## src/utf8_stream_decoder_macros.svh

```systemverilog
// Assertion macros used by the UTF-8 stream decoder RTL.
`ifndef UTF8_STREAM_DECODER_MACROS_SVH
`define UTF8_STREAM_DECODER_MACROS_SVH

`ifndef NO_ASSERTIONS

`define USD_ASSERT_SAME(label, clk, rst_n, cond, check) \
    label: assert property (@(posedge clk) disable iff (!rst_n) (cond) |-> (check)) \
        else $error("usd assertion failed");

`define USD_ASSERT_NEXT(label, clk, rst_n, cond, check) \
    label: assert property (@(posedge clk) disable iff (!rst_n) (cond) |=> (check)) \
        else $error("usd assertion failed");

`else

`define USD_ASSERT_SAME(label, clk, rst_n, cond, check)

`define USD_ASSERT_NEXT(label, clk, rst_n, cond, check)

`endif

`endif

```

## src/usd_pkg.sv

```systemverilog
// Types, constants and lookup functions of the UTF-8 stream decoder.
`timescale 1ns / 1ps
`default_nettype none

package usd_pkg;

    localparam int unsigned CpWidth = 32;

    typedef enum logic [1:0] {
        KIND_CHAR  = 2'd0,
        KIND_END   = 2'd1,
        KIND_TRUNC = 2'd2
    } usd_kind_t;

    typedef struct packed {
        logic                valid;
        logic [CpWidth-1:0]  code_point;
        usd_kind_t           kind;
    } usd_result_t;

    localparam logic [CpWidth-1:0] TRUNC_CODE = 32'hFFFF_FFFF;

    // Number of continuation words announced by a lead word.
    function automatic logic [2:0] trailing_count(input logic [7:0] b);
        logic [2:0] n;
        if (b < 8'hC0) begin
            n = 3'd0;
        end else if (b < 8'hE0) begin
            n = 3'd1;
        end else if (b < 8'hF0) begin
            n = 3'd2;
        end else if (b < 8'hF8) begin
            n = 3'd3;
        end else if (b < 8'hFC) begin
            n = 3'd4;
        end else begin
            n = 3'd5;
        end
        return n;
    endfunction

    // Offset removed from the accumulated sum for each sequence length.
    function automatic logic [CpWidth-1:0] seq_offset(input logic [2:0] n);
        logic [CpWidth-1:0] off;
        unique case (n)
            3'd1:    off = 32'h0000_3080;
            3'd2:    off = 32'h000E_2080;
            3'd3:    off = 32'h03C8_2080;
            3'd4:    off = 32'hFA08_2080;
            3'd5:    off = 32'h8208_2080;
            default: off = 32'h0000_0000;
        endcase
        return off;
    endfunction

endpackage

`default_nettype wire

```

## src/utf8_stream_decoder.sv

```systemverilog
// UTF-8 stream decoder: a word per cycle unless stalled; returns code points.
//
// The byte channel (byte_valid, byte_ready, data_byte) takes one word of a
// NUL-terminated UTF-8 string per handshake. The result channel (result_valid,
// result_ready, code_point, kind) gives at most one result per word: a
// character, an end of string, or a truncated sequence that also ends it.
// Lead words and inner continuation words of a multiword sequence give no
// result; the last continuation word gives the code point.
// A word accepted into the input register is decoded into the result
// register once that register can take it, and its result is then offered.
// The block takes one word every cycle while the receiver does not stall;
// the limit is the single decode step between the input and result registers.
// When the receiver stalls, the result register holds its word and the
// input register keeps accepting until it is full, so at most two words are
// in flight; byte_ready then follows result_ready.
// Reset empties both registers and leaves the decoder waiting for a lead
// word with a cleared accumulator.
`timescale 1ns / 1ps
`default_nettype none

module utf8_stream_decoder
    import usd_pkg::*;
(
    input  wire logic          clk,
    input  wire logic          rst_n,
    input  wire logic          byte_valid,
    output logic               byte_ready,
    input  wire logic [7:0]    data_byte,
    output logic               result_valid,
    input  wire logic          result_ready,
    output logic [CpWidth-1:0] code_point,
    output logic [1:0]         kind
);

    logic        stage_valid;
    logic [7:0]  stage_byte;
    logic        advance;
    logic        can_take;
    usd_result_t result;

    assign advance = stage_valid && can_take;

    usd_in_stage u_in_stage (
        .clk         (clk),
        .rst_n       (rst_n),
        .byte_valid  (byte_valid),
        .byte_ready  (byte_ready),
        .data_byte   (data_byte),
        .advance     (advance),
        .stage_valid (stage_valid),
        .stage_byte  (stage_byte)
    );

    usd_decode u_decode (
        .clk        (clk),
        .rst_n      (rst_n),
        .step       (advance),
        .stage_byte (stage_byte),
        .result     (result)
    );

    usd_out_stage u_out_stage (
        .clk          (clk),
        .rst_n        (rst_n),
        .load         (advance && result.valid),
        .result       (result),
        .can_take     (can_take),
        .result_valid (result_valid),
        .result_ready (result_ready),
        .code_point   (code_point),
        .kind         (kind)
    );

endmodule

`default_nettype wire

```

## src/usd_in_stage.sv

```systemverilog
// Input register that holds one incoming word until the decoder takes it.
`timescale 1ns / 1ps
`default_nettype none

module usd_in_stage
    import usd_pkg::*;
(
    input  wire logic       clk,
    input  wire logic       rst_n,
    input  wire logic       byte_valid,
    output logic            byte_ready,
    input  wire logic [7:0] data_byte,
    input  wire logic       advance,
    output logic            stage_valid,
    output logic [7:0]      stage_byte
);

    logic       valid_reg;
    logic       valid_next;
    logic [7:0] byte_reg;

    assign byte_ready = !valid_reg || advance;

    always_comb
    begin
        valid_next = valid_reg;
        if (byte_valid && byte_ready)
        begin
            valid_next = 1'b1;
        end
        else if (advance)
        begin
            valid_next = 1'b0;
        end
    end

    always_ff @(posedge clk or negedge rst_n)
    begin
        if (!rst_n)
        begin
            valid_reg <= 1'b0;
        end
        else
        begin
            valid_reg <= valid_next;
        end
    end

    always_ff @(posedge clk)
    begin
        if (byte_valid && byte_ready)
        begin
            byte_reg <= data_byte;
        end
    end

    assign stage_valid = valid_reg;
    assign stage_byte  = byte_reg;

endmodule

`default_nettype wire

```

## src/usd_decode.sv

```systemverilog
// Sequence state and the combinational decode step for one word.
`timescale 1ns / 1ps
`default_nettype none
`include "utf8_stream_decoder_macros.svh"

module usd_decode
    import usd_pkg::*;
(
    input  wire logic       clk,
    input  wire logic       rst_n,
    input  wire logic       step,
    input  wire logic [7:0] stage_byte,
    output usd_result_t     result
);

    logic [2:0]         bytes_left_reg;
    logic [2:0]         bytes_left_next;
    logic [2:0]         seq_trailing_reg;
    logic [2:0]         seq_trailing_next;
    logic [CpWidth-1:0] acc_reg;
    logic [CpWidth-1:0] acc_next;
    logic [2:0]         lead_count;
    logic [CpWidth-1:0] acc_sum;

    assign lead_count = trailing_count(stage_byte);
    assign acc_sum    = acc_reg + {{(CpWidth-8){1'b0}}, stage_byte};

    always_comb
    begin
        bytes_left_next   = bytes_left_reg;
        seq_trailing_next = seq_trailing_reg;
        acc_next          = acc_reg;
        result.valid      = 1'b0;
        result.code_point = '0;
        result.kind       = KIND_CHAR;
        if (bytes_left_reg == 3'd0)
        begin
            if (stage_byte == 8'd0)
            begin
                bytes_left_next   = 3'd0;
                seq_trailing_next = 3'd0;
                acc_next          = '0;
                result.valid      = 1'b1;
                result.kind       = KIND_END;
            end
            else if (lead_count == 3'd0)
            begin
                result.valid      = 1'b1;
                result.code_point = {{(CpWidth-8){1'b0}}, stage_byte};
            end
            else
            begin
                acc_next          = {{(CpWidth-14){1'b0}}, stage_byte, 6'd0};
                bytes_left_next   = lead_count;
                seq_trailing_next = lead_count;
            end
        end
        else if (stage_byte == 8'd0)
        begin
            bytes_left_next   = 3'd0;
            seq_trailing_next = 3'd0;
            acc_next          = '0;
            result.valid      = 1'b1;
            result.code_point = TRUNC_CODE;
            result.kind       = KIND_TRUNC;
        end
        else if (bytes_left_reg == 3'd1)
        begin
            bytes_left_next   = 3'd0;
            seq_trailing_next = 3'd0;
            acc_next          = '0;
            result.valid      = 1'b1;
            result.code_point = acc_sum - seq_offset(seq_trailing_reg);
        end
        else
        begin
            acc_next        = {acc_sum[CpWidth-7:0], 6'd0};
            bytes_left_next = bytes_left_reg - 3'd1;
        end
    end

    always_ff @(posedge clk or negedge rst_n)
    begin
        if (!rst_n)
        begin
            bytes_left_reg   <= 3'd0;
            seq_trailing_reg <= 3'd0;
            acc_reg          <= '0;
        end
        else if (step)
        begin
            bytes_left_reg   <= bytes_left_next;
            seq_trailing_reg <= seq_trailing_next;
            acc_reg          <= acc_next;
        end
    end

    // A sequence never announces more than five continuation words.
    `USD_ASSERT_SAME(a_left_range, clk, rst_n, 1'b1, bytes_left_reg <= 3'd5)
    // The words still expected never exceed the length of the sequence.
    `USD_ASSERT_SAME(a_left_within_seq, clk, rst_n, bytes_left_reg != 3'd0,
        seq_trailing_reg >= bytes_left_reg && seq_trailing_reg != 3'd0)
    // A truncation can only be reported inside a sequence.
    `USD_ASSERT_SAME(a_trunc_in_seq, clk, rst_n, result.valid && result.kind == KIND_TRUNC,
        bytes_left_reg != 3'd0)
    // Every end or truncation leaves the decoder waiting for a lead word.
    `USD_ASSERT_NEXT(a_end_clears, clk, rst_n,
        step && result.valid && result.kind != KIND_CHAR,
        bytes_left_reg == 3'd0 && acc_reg == '0)

endmodule

`default_nettype wire

```

## src/usd_out_stage.sv

```systemverilog
// Result register that holds a decoded word until the receiver takes it.
`timescale 1ns / 1ps
`default_nettype none

module usd_out_stage
    import usd_pkg::*;
(
    input  wire logic          clk,
    input  wire logic          rst_n,
    input  wire logic          load,
    input  wire usd_result_t   result,
    output logic               can_take,
    output logic               result_valid,
    input  wire logic          result_ready,
    output logic [CpWidth-1:0] code_point,
    output logic [1:0]         kind
);

    logic               valid_reg;
    logic               valid_next;
    logic [CpWidth-1:0] code_point_reg;
    usd_kind_t          kind_reg;

    assign can_take = !valid_reg || result_ready;

    always_comb
    begin
        valid_next = valid_reg;
        if (load)
        begin
            valid_next = 1'b1;
        end
        else if (result_ready)
        begin
            valid_next = 1'b0;
        end
    end

    always_ff @(posedge clk or negedge rst_n)
    begin
        if (!rst_n)
        begin
            valid_reg <= 1'b0;
        end
        else
        begin
            valid_reg <= valid_next;
        end
    end

    always_ff @(posedge clk)
    begin
        if (load)
        begin
            code_point_reg <= result.code_point;
            kind_reg       <= result.kind;
        end
    end

    assign result_valid = valid_reg;
    assign code_point   = code_point_reg;
    assign kind         = kind_reg;

endmodule

`default_nettype wire
```

## config.mk

```make
export PLATFORM = sky130hd
export DESIGN_NAME = utf8_stream_decoder
export DESIGN_NICKNAME = d
export VERILOG_FILES = /design/src/usd_pkg.sv /design/src/utf8_stream_decoder.sv /design/src/usd_in_stage.sv /design/src/usd_decode.sv /design/src/usd_out_stage.sv
export VERILOG_INCLUDE_DIRS = /design/src /design/src/src
export SDC_FILE = /design/constraint.sdc
export NUM_CORES = 1
export LEC_CHECK = 0
export BUFFER_PORTS_ARGS = -buffer_cell sky130_fd_sc_hd__buf_4
export CORE_UTILIZATION = 64
export CTS_CLUSTER_SIZE = 28
export DETAILED_ROUTE_END_ITERATION = 8
export GPL_TIMING_DRIVEN = 0
export PLACE_DENSITY = 0.86
export SETUP_SLACK_MARGIN = 0.5
export SYNTH_ARGS = -nofsm -noshare
export SYNTH_HDL_FRONTEND = slang
export SYNTH_HIERARCHICAL = 1
export SYNTH_SLANG_ARGS = --single-unit
```

## constraint.sdc

```tcl
create_clock -name clk -period 9.07 [get_ports clk]
set_clock_uncertainty 0.1 [all_clocks]
set_input_delay 0.4535 -clock clk [delete_from_list [all_inputs] [get_ports clk]]
set_output_delay 0.4535 -clock clk [all_outputs]
set_load 0.01 [all_outputs]
```

# Yosys cells after proc, flatten, opt, wreduce, memory -nomap -nowiden
# Index checks and enable logic that the tools add are counted.
word_totals:
  reg_bits: 82
  latch_bits: 0
  ramBits: 0
  rom_bits: 0
  input_bits: 12
  out_inout_bits: 36
  memories: 0
classes:
  addsub: 3
  n_mul: 0
  div_mod_pow: 0
  magnitude_cmp: 5
  n_eq_ne: 7
  n_shift: 0
  n_mux: 34
  bitwise: 0
  n_reduce_logical: 15
op_table:
  columns: ["op", "n"]
  rows:
  - ["2-to-1 mux 32 bit", 9]
  - ["one-hot mux 32 bit (5 select lines)", 1]
  - ["2-to-1 mux 33 bit", 3]
  - ["< comparator 8 bit, second input constant", 5]
  - ["2-to-1 mux 3 bit", 12]
  - ["2-to-1 mux 35 bit", 1]
  - ["adder 32 x 8 -> 32 bit", 1]
  - ["subtractor 32 bit", 1]
  - ["logical NOT 8 bit", 1]
  - ["2-to-1 mux 1 bit", 7]
  - ["== test 3 x 1 -> 1 bit, second input constant", 2]
  - ["== test 3 x 2 -> 1 bit, second input constant", 2]
  - ["== test 3 bit, second input constant", 2]
  - ["logical NOT 3 bit", 2]
  - ["nonzero test 2 bit", 2]
  - ["logical AND 1 bit", 3]
  - ["!= test 3 bit, second input constant", 1]
  - ["AND reduction 3 bit", 1]
  - ["nonzero test 3 bit", 1]
  - ["subtractor 3 x 1 -> 3 bit, second input constant", 1]
  - ["logical NOT 1 bit", 2]
  - ["logical OR 1 bit", 2]
  - ["2-to-1 mux 2 bit", 1]
  - ["AND reduction 2 bit", 1]

# Longest topological paths before layout
# Gate-level depths: netlist of run 1.
logic_depth:
  word_depth: 12
  mapped_depth: 16
  depth_no_buf: 15

# Modules after synthesis
# The synthesis of run 1 kept the hierarchy.
by_module_without_submodules:
  columns: ["module", "n_inst", "cells_per_inst", "area_per_inst_um2", "seq_area_each_um2"]
  rows:
  - ["usd_decode", 1, 425, 3228.1, 800.8]
  - ["usd_out_stage", 1, 37, 1068.5, 1046.0]
  - ["usd_in_stage", 1, 12, 294.0, 265.3]
  - ["utf8_stream_decoder", 1, 2, 12.5, 0.0]

# Least setup slack after synthesis of run 1
# OpenSTA, ideal clock, no wires.
synth_timing:
  kind: "register to register"
  from: "register u_in_stage.byte_reg[6], in the netlist u_in_stage/stage_byte[6]"
  to: "register u_out_stage.code_point_reg[31], in the netlist u_out_stage/code_point[31], data pin"
  setup_time_ps: 138
  arrival_time_ps: 3541
  slack_ps: 5291
  stages_incl_launch_ff: 16
  path_buffers: 1
  period_less_slack_ps: 3779
  path_cell_list: "edfxtp_1 -> ha_1 -> inv_1 -> fa_1 -> and4b_1 -> nand4_4 -> nor2_1 -> nand3_1 -> xnor2_1 -> ha_1 -> clkbuf_1 -> a21o_1 -> a21oi_1 -> a21oi_1 -> or4_1 -> nand4_1"
synth_lines:
  columns: ["element", "line_no", "source"]
  rows:
  - ["start: declaration", "usd_in_stage.sv:20", "logic [7:0] byte_reg;"]
  - ["start signal: assignment", "usd_in_stage.sv:53", "byte_reg <= data_byte;"]
  - ["end signal: assignment", "usd_out_stage.sv:55", "code_point_reg <= result.code_point;"]
  - ["end: declaration", "usd_out_stage.sv:21", "logic [CpWidth-1:0] code_point_reg;"]

==> results.cfg, run 1 <==
[die]
top_level_ports = 48
die-area_sq_mm = 0.00754
coreArea_sq_mm = 0.00687
die_h_um = 86.8
rows = 30
start_util_pct = 67.0
die_w_um = 86.8

[pwr]
swShare_pct = 44.4
p_leak_nw = 2.27
power.total_mw = 2.02
combPwrFrac_pct = 55.0
seqPwrFrac_pct = 30.1
vdd_drop_max_mv = 0.236
powerDensity_mw_per_mm2 = 379
clkPwrFrac_pct = 14.9
power_switching_uw = 896
intPower_mw = 1.12

[final_layout]
post-route-util_pct = 77.4
final_cell_mix = nand2_1 (83), o21ai_0 (51), buf_4 (47)
fillCellCount = 468
largest_reg_flops = 32
n_antenna_cell = 0
multi_input_area_sq_mm = 0.00235
final_common_cell = nand2_1
syn_to_final_growth_pct = 15.5
drive_gt1_share_pct = 16.3
fin_cells = 636
regArea_sq_mm = 0.00211
nets = 569

[setup_path]
worstPathArrival_ps = 4570
crit_path_max_fanout = 7
worstSetupPathType = reg -> reg
crit_required_ps = 9190
start_kind = register
cp-end-kind = register

[sta]
rsz0062_at_grt = false
setup_viol = 0
period_needed_ps = 4450
slew_viol_final = 0
fmax_mhz = 225
min_period_over_period_pct = 49.0
max-slew-margin-rel_pct = 45.3
fin_tns_setup_ps = 0
tightest_slew_ps = 820
hold_violations = 0

[logic_synthesis]
syn-num-nets = 510
synthArstFlopShare_pct = 44.7
ys_top_cells_by_area = edfxtp_1 (27%), dfrtp_1 (18%), nand2_1 (6.8%), ha_1 (5.7%), o21ai_0 (5.5%)
yosys.cell_types.count = 64
yosys_most_used_dff = edfxtp_1
post_synth.cell_area_avg_sq_um = 9.67
yosysSeqAreaShare_pct = 45.9
synthDominantCellAreaShare_pct = 27.4
synthCells = 476
ys_seq_elements = 76
synth_edf_count = 42
synth_area_leader_cell = edfxtp_1
netlist_area_sq_mm = 0.00460
yosys_warnings = 6

[grt]
first_global_vias = 3838
grtUsageMet2_pct = 53.8
use_met1_pct = 38.2
grt_pass1_wl_um = 18000
top_usage_layer = met2
grt_max_degree = 36
grt_util_all_layers_pct = 31.6
use_met3_pct = 6.29
grt_overflow = 0
antenna_found_initial = 0

[worst_hold_path]
hp-class = in -> reg

[route]
vias = 3980
drc = 0
viasPerCell = 6.26
wl_um = 11100
drtAntennaViolNets = 0
drtPass1Iterations = 5
wl_per_cell_um = 17.4
drt_iter0_markers = 353

[placed_design]
port_buffers = 47
dp_hpwl_um = 7930
dp_cells = 619
gp_congestion = 0.948

[clock_tree]
cts_tree = built
clkSinkCount = 76
clock_latency_ps = 360
cts_setup_buffers = 0
cts.path.max_buffers = 2
cts.clk_slew.worst_paths_ps = 90
cts-root-buf = clkbuf_8
cts_buffers = 9
htreeDepth = 3

[job]
max_cap_violations = 0

[outcome]
outcome = finished, final reports clean
-- kinds of logic (layout without fill, tap and decap cells) --
group / Yosys count / in the layout / synth area share, %
fa+ha+maj: 22 / 22 / 6.14
mux: 5 / 5 / 1.20
flops: 76 / 76 / 45.9
buf+inv: 36 / 100 / 3.15
xor+xnor: 41 / 41 / 7.80
compound gates: 104 / 104 / 14.2
simple gates: 192 / 192 / 21.6
-- final cells by class --
class / instances / area share [%]
Clock inverter: 7 / 1.98
Buffer: 19 / 1.53
Tap cell: 96 / 2.26
Sequential cell: 76 / 39.7
Clock buffer: 9 / 2.33
Inverter: 17 / 1.20
Timing Repair Buffer: 48 / 6.83
Multi-Input combinational cell: 364 / 44.2
-- synth_stat cells (all sizes together) (4+ instances only) --
cell type,count
nand2,83
o21ai,55
edfxtp,42
dfrtp,34
nor2,24
xnor2,22
ha,21
xor2,19
nand3,18
inv,17
clkbuf,15
a21oi,12
nand4,9
nand2b,8
a21o,7
nor3,7
and2,6
or4,6
nor2b,5
or3,5
and3,4
buf,4
mux2,4
o211ai,4
o31ai,4
or2,4
-- timing repair --
action / 4_1_cts / 5_1_grt
hold buffers: 1 / 0
gates resized for setup: 0 / 0
endpoints found under the hold margin: 34 / 0
-- power groups by stage --
stage          logic, mW  clock network [mW]  registers (mW)
2_1_floorplan      0.754                   0           0.620
3_3_place_gp        1.02                   0           0.606
3_5_place_dp        1.08                   0           0.610
4_1_cts             1.09               0.302           0.604
5_1_grt             1.21               0.316           0.621
6_report            1.11               0.300           0.607
-- stage by stage --
step           instance area, sq um  setup WS (ps)  hold WS (ps)
6_report                       5320           4620           171
4_1_cts                        5320           4680           160
3_3_place_gp                   5080           4850           326
3_5_place_dp                   5080           4760           326
5_1_grt                        5320           4400           147
2_1_floorplan                  4600           5290          57.9
-- final timing paths --
check	start	endpoint	slack, ps	cells after the start
max	u_in_stage/stage_byte[6]	u_out_stage/code_point[31]	4620	15
min	data_byte[3]	u_in_stage/stage_byte[3]	170	1
max reg2reg	u_in_stage/stage_byte[6]	u_out_stage/code_point[31]	4620	15
min reg2reg	u_decode/acc_reg[25]	u_decode/acc_reg[25]	390	2
max in group asynchronous	rst_n	u_decode/acc_reg[8]	8070	2
min in group asynchronous	rst_n	u_in_stage/stage_valid	470	2
-- worst max-delay path: stages (launching register included) --
cell	delay, ps
edfxtp_1	460
ha_1	290
inv_1	80
fa_1	450
and4b_1	380
nand4_4	200
nor2_1	270
nand3_1	130
xnor2_1	270
ha_1	290
clkbuf_1	190
a21o_1	210
a21oi_1	230
a21oi_1	140
or4_1	520
nand4_1	90
-- metal layers --
layer,routed length (um),up-vias,part of all wire [%]
met2,5510,199,50
met3,700,35,6.3
met1,4510,1917,41
li1,-,1829,-
met4,352,0,3.2
met5,0,-,0
Power figures use the tool's default switching activity.
==> run 2: changes to the inputs <==
- ABC_AREA: not set -> 1
- CORE_UTILIZATION: 64 -> 60
- PLACE_DENSITY: 0.86 -> 0.81
- clock period: 9.07 -> 4.1 ns (I/O delays scaled with it)
==> results.cfg, run 2 <==
[final_layout]
fillCellCount = 571
final_common_cell = nand2_1
post-route-util_pct = 75.5
syn_to_final_growth_pct = 22.3
final_cell_mix = nand2_1 (132), inv_1 (104), buf_4 (63)
nets = 774
drive_gt1_share_pct = 23.2
n_antenna_cell = 0
final_area_sq_mm = 0.00620
largest_reg_flops = 32

[grt]
first_global_vias = 4492
grt_pass1_wl_um = 20800
grt_util_all_layers_pct = 30.9
grt_overflow = 0
antenna_found_initial = 0
grt_max_degree = 36

[pwr]
p_leak_nw = 3.04
power.total_mw = 5.78
powerDensity_mw_per_mm2 = 932
vdd_drop_max_mv = 0.417

[die]
die_h_um = 93.9
start_util_pct = 61.7
coreArea_sq_mm = 0.00822
rows = 33
die-area_sq_mm = 0.00882
top_level_ports = 48
die_w_um = 93.9

[route]
vias = 4880
highest_layer = met4
routedLengthMet1_um = 5570
wl_met3_um = 1170
wl_per_cell_um = 15.4
drtAntennaViolNets = 0
drt_iter0_markers = 416
drtPass1Iterations = 7
drc = 0
wl_um = 13100
viasPerCell = 5.74
wl_met2_um = 6060

[sta]
fmax_mhz = 288
tightest_slew_ps = 881
slew_viol_final = 0
period_needed_ps = 3470
rsz0062_at_grt = true
hold_violations = 0
hold_ws_ps = 233
setup_viol = 0
max-slew-margin-rel_pct = 41.1
worst_slack_ps = 628
min_period_over_period_pct = 84.7

[logic_synthesis]
ys_seq_elements = 76
yosys.cell_types.count = 40
synth_area_leader_cell = edfxtp_1
synth_most_common_cell = nand2_1
synth_edf_count = 42
yosysSeqAreaShare_pct = 41.6
synth_common_cells = nand2_1 (137), inv_1 (109), nand3_1 (56)
yosys_most_used_dff = edfxtp_1
netlist_area_sq_mm = 0.00507
post_synth.cell_area_avg_sq_um = 7.77
yosys_warnings = 6
syn-num-nets = 687
synthDominantCellAreaShare_pct = 24.9
synthCells = 653
ys_top_cells_by_area = edfxtp_1 (25%), dfrtp_1 (17%), nand2_1 (10%), inv_1 (8.1%), nand3_1 (5.5%)
synthArstFlopShare_pct = 44.7

[setup_path]
worst-r2r-cell-count = 18
worstSetupPathType = reg -> reg
start_kind = register
reg2reg_setup_slack_ps = 630
cp-end-kind = register
crit_path_max_fanout = 6
worstPathArrival_ps = 3470
crit_required_ps = 4100

[placed_design]
dp_hpwl_um = 9330
place_area_sq_mm = 0.00556
gp_congestion = 0.957
port_buffers = 47
post-place-ws_ps = -27.6

[worst_hold_path]
hp-class = in -> async

[clock_tree]
htreeDepth = 3
cts.path.max_buffers = 2
cts_tree = built
cts_buffers = 9
cts.clk_slew.worst_paths_ps = 90
clkSinkCount = 76
cts-root-buf = clkbuf_8
clock_latency_ps = 350

[job]
max_cap_violations = 0

[outcome]
outcome = finished, final reports clean
run 2: layer usage:
layer	up-vias	global-route usage [%]
met1	2261	41.2
met5	-	0
met3	34	6.31
met4	0	13.1
li1	2334	-
met2	251	48.9
run 2: worst paths after layout:
| check | from | endpoint |
|---|---|---|
| hold / removal | rst_n | u_decode/acc_reg[8] |
| min in group clk | u_out_stage/result_valid | u_out_stage/result_valid |
| setup / recovery | u_in_stage/stage_byte[6] | u_out_stage/code_point[31] |
| hold reg to reg | u_out_stage/result_valid | u_out_stage/result_valid |
| setup reg to reg | u_in_stage/stage_byte[6] | u_out_stage/code_point[31] |
| max in group asynchronous | rst_n | u_decode/acc_reg[31] |
run 2: critical path, cell delays in order (launching register included):
cell	delay, ps
edfxtp_1	410
ha_4	170
inv_2	40
fa_2	390
nor2_8	150
nand2_4	70
nor2_4	110
buf_4	130
nand4_1	100
xor2_1	230
inv_1	120
ha_4	280
a21oi_1	230
or2_2	150
nand3_1	120
a21oi_2	190
nand4_1	120
nand3_1	80
nand2_1	50
run 2: cell type report:
class | instances | area [sq um] | area share (%)
Multi-Input combinational cell | 451 | 2690 | 43.4
Sequential cell | 76 | 2110 | 34.1
Timing Repair Buffer | 76 | 609 | 9.82
Inverter | 113 | 427 | 6.88
Tap cell | 105 | 131 | 2.12
Clock buffer | 10 | 128 | 2.06
Buffer | 13 | 57.6 | 0.928
Clock inverter | 6 | 47.5 | 0.767
run 2: kinds of logic after synthesis:
family | Yosys count | share of synthesized area, %
and+or+nand+nor | 315 | 29.1
AOI/OAI and AO/OA | 100 | 11.4
xor gates and xnor gates | 14 | 2.79
buffers and inverters | 126 | 9.47
adders and majority gates | 22 | 5.58
DFF | 76 | 41.6
run 2: through the flow:
step / std cells / TNS [ps]
6_report: 850 / 0
2_1_floorplan: 653 / 0
3_5_place_dp: 805 / -27.6
4_1_cts: 841 / 0
3_3_place_gp: 805 / 0
5_1_grt: 850 / 0
run 2: where the power goes:
part           total, mW  switching, mW  internal (mW)
registers           1.36          0.182           1.18
clock network      0.525          0.301          0.224
logic               3.90           2.47           1.43
total               5.78           2.95           2.83
run 2: what timing repair did:
| action | 4_1_cts | 5_1_grt |
|---|---|---|
| buffers inserted | 9 | 9 |
| pin swaps | 11 | 27 |
| hold endpoints to repair | 44 | 0 |
| resized for setup | 10 | 48 |
| setup endpoints to repair | 8 | 15 |
| hold buffers | 11 | 0 |
==> run 3: changes to the inputs <==
- ABC_AREA: 1 -> 0
- CORE_UTILIZATION: 60 -> 54
- PLACE_DENSITY: 0.81 -> 0.77
- clock period: 4.1 -> 3.03 ns (I/O delays scaled with it)
==> results.cfg, run 3 (synthesized netlist as in run 1, its figures left out) <==
[outcome]
outcome = finished with violations
violations = negative setup slack

[final_layout]
final_area_sq_mm = 0.00659
syn_to_final_growth_pct = 43.2
drive_gt1_share_pct = 36.4
largest_reg_flops = 32
nets = 639
final_common_cell = nand2_1
fillCellCount = 437
post-route-util_pct = 80.2
n_antenna_cell = 0
final_cell_mix = nand2_1 (80), buf_4 (78), edfxtp_1 (42)

[pwr]
power.total_mw = 7.80
vdd_drop_max_mv = 0.637
powerDensity_mw_per_mm2 = 1180
p_leak_nw = 2.88

[die]
coreArea_sq_mm = 0.00822
top_level_ports = 48
die-area_sq_mm = 0.00890
rows = 33
start_util_pct = 56.0
die_h_um = 94.3
die_w_um = 94.3

[grt]
first_global_vias = 4214
grt_overflow = 0
grt_pass1_wl_um = 20900
grt_util_all_layers_pct = 32.0
grt_max_degree = 35
antenna_found_initial = 0

[setup_path]
critPathLaunch = u_in_stage/stage_byte[6]
cp-end-kind = register
worstPathArrival_ps = 3720
crit_path_max_fanout = 4
worstSetupPathType = reg -> reg
start_kind = register
r2r_start = u_in_stage/stage_byte[6]
crit_required_ps = 3030

[placed_design]
place_area_sq_mm = 0.00520
port_buffers = 47
gp_congestion = 0.880
dp_hpwl_um = 7890

[job]
max_cap_violations = 0

[route]
drc = 0
drtAntennaViolNets = 0
viasPerCell = 6.16
drtPass1Iterations = 5
drt_iter0_markers = 367
wl_um = 14200
wl_per_cell_um = 19.8
vias = 4401

[clock_tree]
cts_tree = built
clock_latency_ps = 370
cts_buffers = 9
cts.clk_slew.worst_paths_ps = 90
htreeDepth = 3
clkSinkCount = 76
cts-root-buf = clkbuf_8
cts.path.max_buffers = 2

[sta]
worst_slack_ps = -684
slew_viol_final = 0
fmax_mhz = 269
tightest_slew_ps = 823
setup_viol = 18
fin_tns_setup_ps = -7590
hold_violations = 0
max-slew-margin-rel_pct = 44.9
min_period_over_period_pct = 123
period_needed_ps = 3710
rsz0062_at_grt = true

[worst_hold_path]
hp-class = in -> reg
min-delay-start = result_ready
run 3: cell types whose count changed in the layout (fill, tap and decap cells not counted), sizes merged, moves of 16 or more:
cell / before / now
xnor2: 3 / 22
nand3: 58 / 18
a21oi: 28 / 12
buf: 69 / 111
inv: 114 / 18
nand2: 160 / 83
nor2: 68 / 24
run 3: stage by stage:
stage | hold WS [ps] | instances | setup slack (ps)
finish | 46.4 | 715 | -684
CTS | 30.6 | 699 | -522
global placement | 24.0 | 628 | -955
floorplan | -244 | 476 | -476
global route | 60.4 | 715 | -773
detailed placement | 24.0 | 628 | -925
run 3: where the power goes:
group | switching (mW) | internal, mW
Clock | 0.420 | 0.552
Sequential | 0.321 | 1.54
Combinational | 2.62 | 2.35
Total | 3.36 | 4.45
run 3: worst paths after layout:
path,endpoint,slack [ps],depth (start not counted)
setup / recovery,u_out_stage/code_point[23],-680,14
hold / removal,u_out_stage/result_valid,50,3
setup reg to reg,u_out_stage/code_point[23],-680,14
hold reg to reg,u_decode/acc_reg[25],420,2
max in group asynchronous,u_decode/acc_reg[21],2330,2
min in group asynchronous,u_out_stage/result_valid,170,2
run 3: cell type report:
class | instances | area (sq um) | area share [%]
tap | 105 | 131 | 1.99
inverter | 17 | 63.8 | 0.968
buffer | 19 | 163 | 2.47
sequential | 76 | 2110 | 32.0
clock inverter | 7 | 124 | 1.88
clock buffer | 9 | 124 | 1.88
multi-input combinational | 368 | 2880 | 43.7
timing repair buffer | 114 | 996 | 15.1
run 3: timing repair:
item / CTS / global route
gates resized for setup: 83 / 66
hold buffers: 10 / 0
hold endpoints to repair: 43 / 0
pin swaps: 31 / 20
setup buffers: 40 / 16
gates cloned: 5 / 0
setup endpoints to repair: 67 / 95
run 3: worst max-delay path, stage by stage, from the launching register on:
cell	delay, ps
edfxtp_1	410
ha_4	160
inv_2	40
fa_2	350
nand4b_1	250
nor2_1	170
nand4_1	150
xnor2_2	180
ha_1	350
a21o_1	180
a21o_1	220
or3_4	370
a21oi_2	170
xor2_1	250
o21ai_1	90
run 3: metal layers:
layer | part of all wire [%] | track usage, % | up-vias | wire length, um
met2 | 51 | 53.7 | 224 | 7160
met1 | 38 | 37.3 | 2149 | 5390
met5 | 0 | 0 | - | 0
li1 | - | - | 1968 | -
met4 | 5.5 | 21.5 | 0 | 774
met3 | 5.9 | 5.58 | 60 | 838
